$ cat config.mk
export PLATFORM = sky130hd
export DESIGN_NAME = positional_insert_search_queue_unit
export DESIGN_NICKNAME = d
export VERILOG_FILES = /design/src/sv/pisq_pkg.sv /design/src/sv/pisq_cell.sv /design/src/sv/positional_insert_search_queue_unit.sv
export SDC_FILE = /design/constraint.sdc
export NUM_CORES = 2
export LEC_CHECK = 0
export BUFFER_PORTS_ARGS = -buffer_cell sky130_fd_sc_hd__buf_2
export CORE_AREA = 2 2 416 418
export DETAILED_ROUTE_END_ITERATION = 12
export DIE_AREA = 0 0 418 420
export PLACE_DENSITY = 0.61
export SETUP_SLACK_MARGIN = 0.4
export SYNTH_ARGS = -nofsm -noshare
export SYNTH_HDL_FRONTEND = slang
export SYNTH_SLANG_ARGS = --single-unit
$ cat constraint.sdc
create_clock -name i_clk -period 10.9 [get_ports i_clk]
set_input_delay 0.545 -clock i_clk [delete_from_list [all_inputs] [get_ports i_clk]]
set_output_delay 0.545 -clock i_clk [all_outputs]
set_load 0.02 [all_outputs]
$ cat src/sv/pisq_pkg.sv
// Package: shared types and constants for the positional insert search queue.
package pisq_pkg;

    // Default number of entries in the queue
    localparam int unsigned DEPTH_DEF = 16;

    // Field widths of the transfer payloads
    localparam int unsigned OP_W    = 2;
    localparam int unsigned POS_W   = 5;
    localparam int unsigned COORD_W = 32;
    localparam int unsigned WORD_W  = 2 * COORD_W;
    localparam int unsigned CNT_W   = 5;

    typedef enum logic [OP_W-1:0] {
        OP_APPEND = 2'd0,
        OP_INSERT = 2'd1,
        OP_REMOVE = 2'd2,
        OP_SEARCH = 2'd3
    } t_opcode;

    typedef enum logic [1:0] {
        ST_OK    = 2'd0,
        ST_EMPTY = 2'd1,
        ST_RANGE = 2'd2,
        ST_FULL  = 2'd3
    } t_status;

    // Command payload
    typedef struct packed {
        t_opcode                    opcode;
        logic [POS_W-1:0]           position;
        logic signed [COORD_W-1:0]  data_x;
        logic signed [COORD_W-1:0]  data_y;
    } t_in_item;

    // Result payload
    typedef struct packed {
        t_status                    status;
        logic                       found;
        logic signed [COORD_W-1:0]  out_x;
        logic signed [COORD_W-1:0]  out_y;
        logic [CNT_W-1:0]           count;
    } t_out_item;

    // Per-cell control from the queue controller
    typedef struct packed {
        logic take_new;    // load the incoming pair
        logic take_left;   // shift toward the tail: load from the cell before
        logic take_right;  // shift toward the head: load from the cell after
        logic cmp_en;      // compare the stored pair against the key
    } t_cell_ctl;

endpackage

$ cat src/sv/pisq_cell.sv
// One storage cell of the queue: holds a pair, shifts either way, compares.
module pisq_cell (
    input  logic                         i_clk,
    input  logic                         i_rst_n,
    input  pisq_pkg::t_cell_ctl          i_ctl,
    input  logic [pisq_pkg::WORD_W-1:0]  i_new,
    input  logic [pisq_pkg::WORD_W-1:0]  i_left,
    input  logic [pisq_pkg::WORD_W-1:0]  i_right,
    output logic [pisq_pkg::WORD_W-1:0]  o_data,
    output logic                         o_match
);
    import pisq_pkg::*;

    logic [WORD_W-1:0] r_data;
    logic              r_match;

    // Stored pair: load new, shift back, or shift forward
    always_ff @(posedge i_clk) begin
        if (i_ctl.take_new) begin
            r_data <= i_new;
        end else if (i_ctl.take_left) begin
            r_data <= i_left;
        end else if (i_ctl.take_right) begin
            r_data <= i_right;
        end
    end

    // Registered compare against the search key
    always_ff @(posedge i_clk) begin
        if (!i_rst_n) begin
            r_match <= 1'b0;
        end else begin
            r_match <= i_ctl.cmp_en && (r_data == i_new);
        end
    end

    assign o_data  = r_data;
    assign o_match = r_match;

endmodule

$ cat src/sv/positional_insert_search_queue_unit.sv
// Top level: ordered pair queue with append, positional insert, remove, search.
//
//  channel   direction  handshake                     payload
//  command   in         i_start, accepted when !o_busy  i_item   (t_in_item)
//  result    out        o_strobe, one cycle             o_result (t_out_item)
//
// Each command gives one result: the first register stage updates the cell row
// and registers the per-cell compare, the output register then ORs the compare
// flags across the row. A new command may follow every cycle while o_busy is low.
// o_busy is high during reset and the cycle after it.
// Results cannot be stalled; the strobe is a single cycle.
// Count reports the low 5 bits of the number of stored entries.
module positional_insert_search_queue_unit #(
    parameter int unsigned DEPTH = pisq_pkg::DEPTH_DEF
) (
    input  logic                 i_clk,
    input  logic                 i_rst_n,
    input  logic                 i_start,
    input  pisq_pkg::t_in_item   i_item,
    output logic                 o_busy,
    output logic                 o_strobe,
    output pisq_pkg::t_out_item  o_result
);
    import pisq_pkg::*;

    localparam int unsigned CW = $clog2(DEPTH + 1);
    localparam int unsigned PW = (CW > POS_W) ? CW : POS_W;

    logic                  r_ready;
    logic [CW-1:0]         r_count;
    logic [CW-1:0]         n_count;
    logic                  accept;
    logic [PW-1:0]         pos_w;
    logic [PW-1:0]         cnt_w;
    logic [PW-1:0]         put_pos;
    logic                  do_put;
    logic                  do_pop;
    logic                  is_full;
    t_status               status;
    logic [WORD_W-1:0]     key;
    logic [WORD_W-1:0]     cell_data [DEPTH];
    logic [DEPTH-1:0]      cell_match;

    // First stage of the result
    logic                  r_pend;
    logic                  r_pend_search;
    t_status               r_pend_status;
    logic [COORD_W-1:0]    r_pend_x;
    logic [COORD_W-1:0]    r_pend_y;
    logic [CNT_W-1:0]      r_pend_count;

    // Output register
    logic                  r_strobe;
    t_out_item             r_out;

    assign accept  = i_start && r_ready;
    assign o_busy  = !r_ready;
    assign pos_w   = PW'(i_item.position);
    assign cnt_w   = PW'(r_count);
    assign is_full = (r_count == CW'(DEPTH));
    assign key     = {i_item.data_y, i_item.data_x};

    // Command decode
    always_comb begin
        do_put  = 1'b0;
        do_pop  = 1'b0;
        put_pos = cnt_w;
        status  = ST_OK;
        unique case (i_item.opcode)
            OP_APPEND: begin
                if (is_full) begin
                    status = ST_FULL;
                end else begin
                    do_put = accept;
                end
            end
            OP_INSERT: begin
                put_pos = pos_w;
                if (pos_w > cnt_w) begin
                    status = ST_RANGE;
                end else if (is_full) begin
                    status = ST_FULL;
                end else begin
                    do_put = accept;
                end
            end
            OP_REMOVE: begin
                if (r_count == '0) begin
                    status = ST_EMPTY;
                end else begin
                    do_pop = accept;
                end
            end
            default: begin
                status = ST_OK;
            end
        endcase
    end

    // Next entry count
    always_comb begin
        n_count = r_count;
        if (do_put) begin
            n_count = r_count + CW'(1);
        end else if (do_pop) begin
            n_count = r_count - CW'(1);
        end
    end

    // Row of cells, head at index 0
    for (genvar gi = 0; gi < DEPTH; gi++) begin : g_cell
        localparam logic [PW-1:0] IDX  = PW'(gi);
        localparam logic [PW:0]   IDX1 = (PW + 1)'(gi + 1);
        t_cell_ctl         ctl;
        logic [WORD_W-1:0] left_d;
        logic [WORD_W-1:0] right_d;

        always_comb begin
            ctl.take_new   = do_put && (IDX == put_pos);
            ctl.take_left  = (gi != 0) && do_put && (IDX > put_pos) && (IDX <= cnt_w);
            ctl.take_right = (gi != DEPTH - 1) && do_pop && (IDX1 < {1'b0, cnt_w});
            ctl.cmp_en     = accept && (i_item.opcode == OP_SEARCH) && (IDX < cnt_w);
        end

        if (gi == 0) begin : g_head
            assign left_d = key;
        end else begin : g_mid_l
            assign left_d = cell_data[gi-1];
        end

        if (gi == DEPTH - 1) begin : g_tail
            assign right_d = cell_data[gi];
        end else begin : g_mid_r
            assign right_d = cell_data[gi+1];
        end

        pisq_cell u_cell (
            .i_clk   (i_clk),
            .i_rst_n (i_rst_n),
            .i_ctl   (ctl),
            .i_new   (key),
            .i_left  (left_d),
            .i_right (right_d),
            .o_data  (cell_data[gi]),
            .o_match (cell_match[gi])
        );
    end

    // Control state: ready flag, entry count and pending-result flag
    always_ff @(posedge i_clk) begin
        if (!i_rst_n) begin
            r_ready <= 1'b0;
            r_count <= '0;
            r_pend  <= 1'b0;
        end else begin
            r_ready <= 1'b1;
            r_count <= n_count;
            r_pend  <= accept;
        end
    end

    // First result stage: everything but the search outcome
    always_ff @(posedge i_clk) begin
        r_pend_search <= (i_item.opcode == OP_SEARCH);
        r_pend_status <= status;
        r_pend_x      <= do_pop ? cell_data[0][COORD_W-1:0] : '0;
        r_pend_y      <= do_pop ? cell_data[0][WORD_W-1:COORD_W] : '0;
        r_pend_count  <= CNT_W'(n_count);
    end

    // Output register: fold in the OR of the cell compares
    always_ff @(posedge i_clk) begin
        if (!i_rst_n) begin
            r_strobe <= 1'b0;
        end else begin
            r_strobe <= r_pend;
        end
    end

    always_ff @(posedge i_clk) begin
        r_out.status <= r_pend_status;
        r_out.found  <= r_pend_search && (|cell_match);
        r_out.out_x  <= r_pend_x;
        r_out.out_y  <= r_pend_y;
        r_out.count  <= r_pend_count;
    end

    assign o_strobe = r_strobe;
    assign o_result = r_out;

endmodule

Word level (Yosys, flattened, before mapping)
Index checks and enable logic that the tools add are counted.
Widths: inputs -> output; s select.
Word-level totals
  logic and storage cells: 321
  output and inout bits: 74
  flip-flop bits (word level): 1192
  input bits: 74
Operators by class
  add/sub/neg operators: 2
  magnitude comparators: 62
  reductions and logical operators: 117
  equal/unequal tests: 35
  multiplexer cells: 59
Operators with widths (count)
  $mux 64: 46
  $eq 64x64->1: 16
  $logic_and 1x1->1: 96
  $lt 4x5->1 const A: 16
  $reduce_bool 3->1: 14
  $eq 4x5->1 const A: 8
  $gt 4x5->1 const A: 8
  $le 4x5->1 const A: 8
  $lt 3x5->1 const A: 8
  $eq 3x5->1 const A: 4
  $gt 3x5->1 const A: 4
  $le 3x5->1 const A: 4
  $lt 2x5->1 const A: 4
  $reduce_or 16->1: 1
  $lt 1x5->1 const A: 3
  $mux 5: 3
  $eq 2x5->1 const A: 2
  $gt 2x5->1 const A: 2
  $le 2x5->1 const A: 2
  $logic_not 5->1: 2
  $mux 1: 6
  $pmux 2 s3: 1
  $add 5x1->5 const B: 1
  $eq 1x5->1 const A: 1
  other kinds (12): 15

Depth between registers and ports, before layout
  depth after elaboration: 8
  gate-level depth with buffers: 13
  gate-level depth less buffers: 8

Modules after synthesis
Synthesis repeated with hierarchy kept, for this count alone.
Unflattened totals
  cell total of the unflattened synthesis: 6549
  area total of the unflattened synthesis: 68782.2 um2
By module, submodules not included
  pisq_cell: times used 16, seq. area each 1941.9 um2, area each 3995.1 um2, cells an instance 381
  positional_insert_search_queue_unit: times used 1, seq. area each 3042.9 um2, area each 4860.9 um2, cells an instance 453

Worst setup path after synthesis
No wires, ideal clock.
  kind: reg-to-reg
  start point: register r_count[4] (netlist: cnt_w[4])
  end point: register g_cell[5].u_cell.r_data[0], enable pin
  setup time: 0.514 ns
  arrival time: 5.320 ns
  clock period less this slack: 5.834 ns
  stages on the path, launching flop included: 10
  buffers on the path: 3
  setup slack: 5.066 ns
  required time: 10.386 ns
  path through: dfxtp_1 > inv_1 > clkbuf_1 > ha_1 > a21oi_1 > a31o_2 > clkbuf_1 > nand2_1 > buf_1 > o221ai_1
On the way
  word-level cells in the longest chain between the ends: 7
  elaborated cells between the ends (all ways): 18
  classes of those cells: 4 x order compare; 2 x eq/ne; 6 x mux; 6 x reduce/logical
Ends and longest elaborated chain
  start, declared: line positional_insert_search_queue_unit.sv:30  | logic [CW-1:0] r_count;
  start signal, assigned: line positional_insert_search_queue_unit.sv:157  | r_count <= n_count;
  parallel branches: the longest is 6 deep, another holds $gt 5x5->1
  $reduce_bool 3->1 (no line) *
  end signal, assigned: line pisq_cell.sv:20  | r_data <= i_new;
  end signal, assigned: line pisq_cell.sv:22  | r_data <= i_left;
  end signal, assigned: line pisq_cell.sv:24  | r_data <= i_right;
  end, declared: line pisq_cell.sv:14  | logic [WORD_W-1:0] r_data;
Mark *: on every way between the ends.
A chain may end at the register's enable or synchronous reset.

Final worst setup path
  start point: register r_count[4] (netlist: cnt_w[4])
  end point: register g_cell[3].u_cell.r_data[22], enable pin
On the way
  word-level cells in the longest chain between the ends: 7
  elaborated cells between the ends (all ways): 18
  classes of those cells: 4 x order compare; 2 x eq/ne; 6 x mux; 6 x reduce/logical
Ends and longest elaborated chain (line)
  parallel branches: the longest is 6 deep, another holds $gt 5x5->1
  $reduce_bool 3->1 (no line) *
  end signal, assigned: pisq_cell.sv:20
  end signal, assigned: pisq_cell.sv:22
  end signal, assigned: pisq_cell.sv:24
  end, declared: pisq_cell.sv:14
Marks and branches as above.

==> run metrics <==
commonest non-fill, non-tap cells in the layout=edfxtp_1 (1,024), mux2i_1 (586), xor2_1 (472); overall fraction of global-route tracks in use=0.328; CP endpoint kind=register; fin crit period=6080 ps; count of final setup violators=0; fin cells=8,493; dpl cells=8,239; core area=approximately 170,000 sq um; Power Density=approximately 140 nW/um^2; Setup TNS=0 ps; # diodes=0; #FFs+latches synth=~1,200; R2R Path Start=cnt_w[4]; Crit path max-delay family=buffers and inverters; Req. time, crit path=11,330 ps; Crit-path slowest cell=dfxtp_1; CTS tree=yes; remaining antenna violation count=0; FF+latch area=34,100 sq um; grt total ovfl=0; Die Wd=418 um; Synthesized Nets=roughly 6,400; worst hold start=i_item[70]; yosys warns=0; Finished Cell Area=74,600 sq um; Die Y=around 420 um; area grow syn2layout=9.69%; first-pass GRT wire length=404,000 um; final count of pins violating max slew=0; clock root buffer=clkbuf_16; ys async rst share=0; Synth area leader=edfxtp_1; clock buffer depth=3; DRT iter0 DRCs=slightly above 8,000; pin count of the biggest net entering global routing=97; crit start category=register; max_cap viols=1; period utilization=0.558; number of distinct library cells after synthesis=83; crit path kind=register to register; final WL=295,000 um; combined area of the multi-input logic cells=31,000 sq um; crit path max fanout=90; most common cell after layout, fill and taps aside=edfxtp_1; worst setup path startpoint=cnt_w[4]; routed via count=roughly 54,000; DR pass1 iterations=8; RePlAce Congestion=1.11; syn avg cell area=10.8 sq um; failing checks=max-capacitance violations; die area=176,000 sq um; dpl ws=4960 ps; share of cells above drive strength 1=0.109; Main synth FF type=edfxtp_1; status=finished with violations; Worst Hold Class=primary input to register; sequential area share after synthesis=0.501; Synth top area share=0.452; clk slew on worst S/H paths=around 60 ps; io pins=148; Num CTS Buffers=141; initial antenna violation count=7; CTS H-Tree Depth=4; number of port buffers=147; number of synthesized flops with an enable pin=1,024; Mapped Area=68,000 sq um; dpl cell area=70,200 sq um; vias in the first global route=slightly below 50,000; Cells after Synth=6,303; Worst-Margin Slew=1470 ps; worst-skew pair later-pin latency=810 ps; Final Skew=35.1 ps; top achievable clock speed=roughly 0.16 GHz; CP peak stage delay=810 ps; CP dominant cell by count=buf_4; synth top area cells=edfxtp_1 (45%), mux2i_1 (8.6%), xor2_1 (6.1%); CP Data Arrival Time=6520 ps; RSZ-0062 raised after global routing=false; clock sinks=1,192; fill count=16,100; # rows=152; Max-slew headroom=0.00952; LEAKAGE=25.0 nW; Post-DP HPWL=223,000 um; Routed WL per cell=34.7 um; final hold slack=82.6 ps; nets@finish=6,234; setup ws final=~4800 ps; Initial Util=0.398; via-per-instance ratio=6.32; VDD IR max=0.000177 V; CP Cell Sequence=inv_1 -> ha_1 -> nand3_1 -> o21ai_1 -> a31oi_4 -> nor3_4 -> buf_4 -> buf_4 -> o21a_2 -> buf_4 -> a21o_2 -> buf_4; Fin. Hold Viols=0; drt drc=0; Worst Path Buf+Inv=5
worst register-to-register path, delay by kind of cell (launching register included):
family / cells / cell delay (ps)
flops: 1 / 810
compound gates: 4 / 980
simple gates: 2 / 390
fa+ha+maj: 1 / 500
buf+inv: 5 / 2970
per-layer routing:
metal / vias up / wire length, um / track usage
met5: - / 57 / 0
met3: 788 / 30400 / 0.0592
met1: 26200 / 111000 / 0.424
met4: 8 / 29900 / 0.280
li1: 22900 / - / -
met2: 3801 / 124000 / 0.475
metrics by stage:
step,power (W),util
CTS,0.0104,0.436
finish,0.0104,0.437
detailed placement,0.00582,0.411
floorplan,0.00546,-
global placement,0.00582,0.411
global route,0.0106,0.437
cell type report:
class,instances,area share
multi-input cells,4393,0.415
inverters,117,0.00588
flip-flops and latches,1192,0.457
clock buffers,195,0.0541
well taps,2233,0.0374
clock inverters,58,0.00486
repair buffers,305,0.0258
worst paths after layout:
kind                                               endpoint  slack, ps  cells past startpoint
worst max-delay path            g_cell[3].u_cell.o_data[22]       4820                     12
worst min-delay path                       r_pend_status[1]         80                      2
worst max register to register  g_cell[3].u_cell.o_data[22]       4820                     12
worst min register to register                  o_result[1]        320                      0
what timing repair did:
item | CTS | global route
hold buffers | 1 | 0
hold endpoints to repair | 1 | 0
buffers inserted | 0 | 0
resized for setup | 0 | 0
flip-flops by register name (all words and copies together) (netlist names):
register	flops
r_pend_search	1
r_ready	1
cnt_w	5
o_result	72
r_pend_x	32
r_pend_y	32
r_pend	1
g_cell.u_cell.o_match	16
r_pend_count	5
g_cell.u_cell.o_data	1024
r_pend_status	2
o_strobe	1
kinds of logic after synthesis:
group                    synth area share
adder cells (fa/ha/maj)           0.00184
buffers and inverters              0.0483
AND/OR/NAND/NOR                     0.107
flip-flops                          0.501
multiplexers                        0.106
XOR/XNOR                            0.105
AO/OA/AOI/OAI                       0.131
report_power, final:
part / total (W) / internal, W / switching, W
logic: 0.000816 / 0.000202 / 0.000614
registers: 0.00495 / 0.00492 / 0.0000292
clock network: 0.00464 / 0.00262 / 0.00202
total: 0.0104 / 0.00774 / 0.00267
synth_stat cells (14+ instances only):
master and count:
nor3_1 14, nor4_1 163, edfxtp_1 1024, a2bb2oi_1 130, inv_1 113, dfxtp_1 168
a31oi_1 51, a22oi_1 21, o211ai_1 20, xor2_1 473, a221o_1 67, o21ai_0 233
nand3_1 47, nand2_1 473, xnor2_1 344, buf_2 116, and3_1 35, o22a_1 65
o2bb2ai_1 32, o22ai_1 201, buf_1 74, a221oi_1 58, and2_1 72, mux2_2 117
nand4_1 129, nor2_1 405, a21oi_1 396, mux2i_1 586, buf_6 48, o21ai_1 43
nor2b_1 98, buf_4 23, clkbuf_1 340
Note: power is estimated with default switching activity, not from simulation.
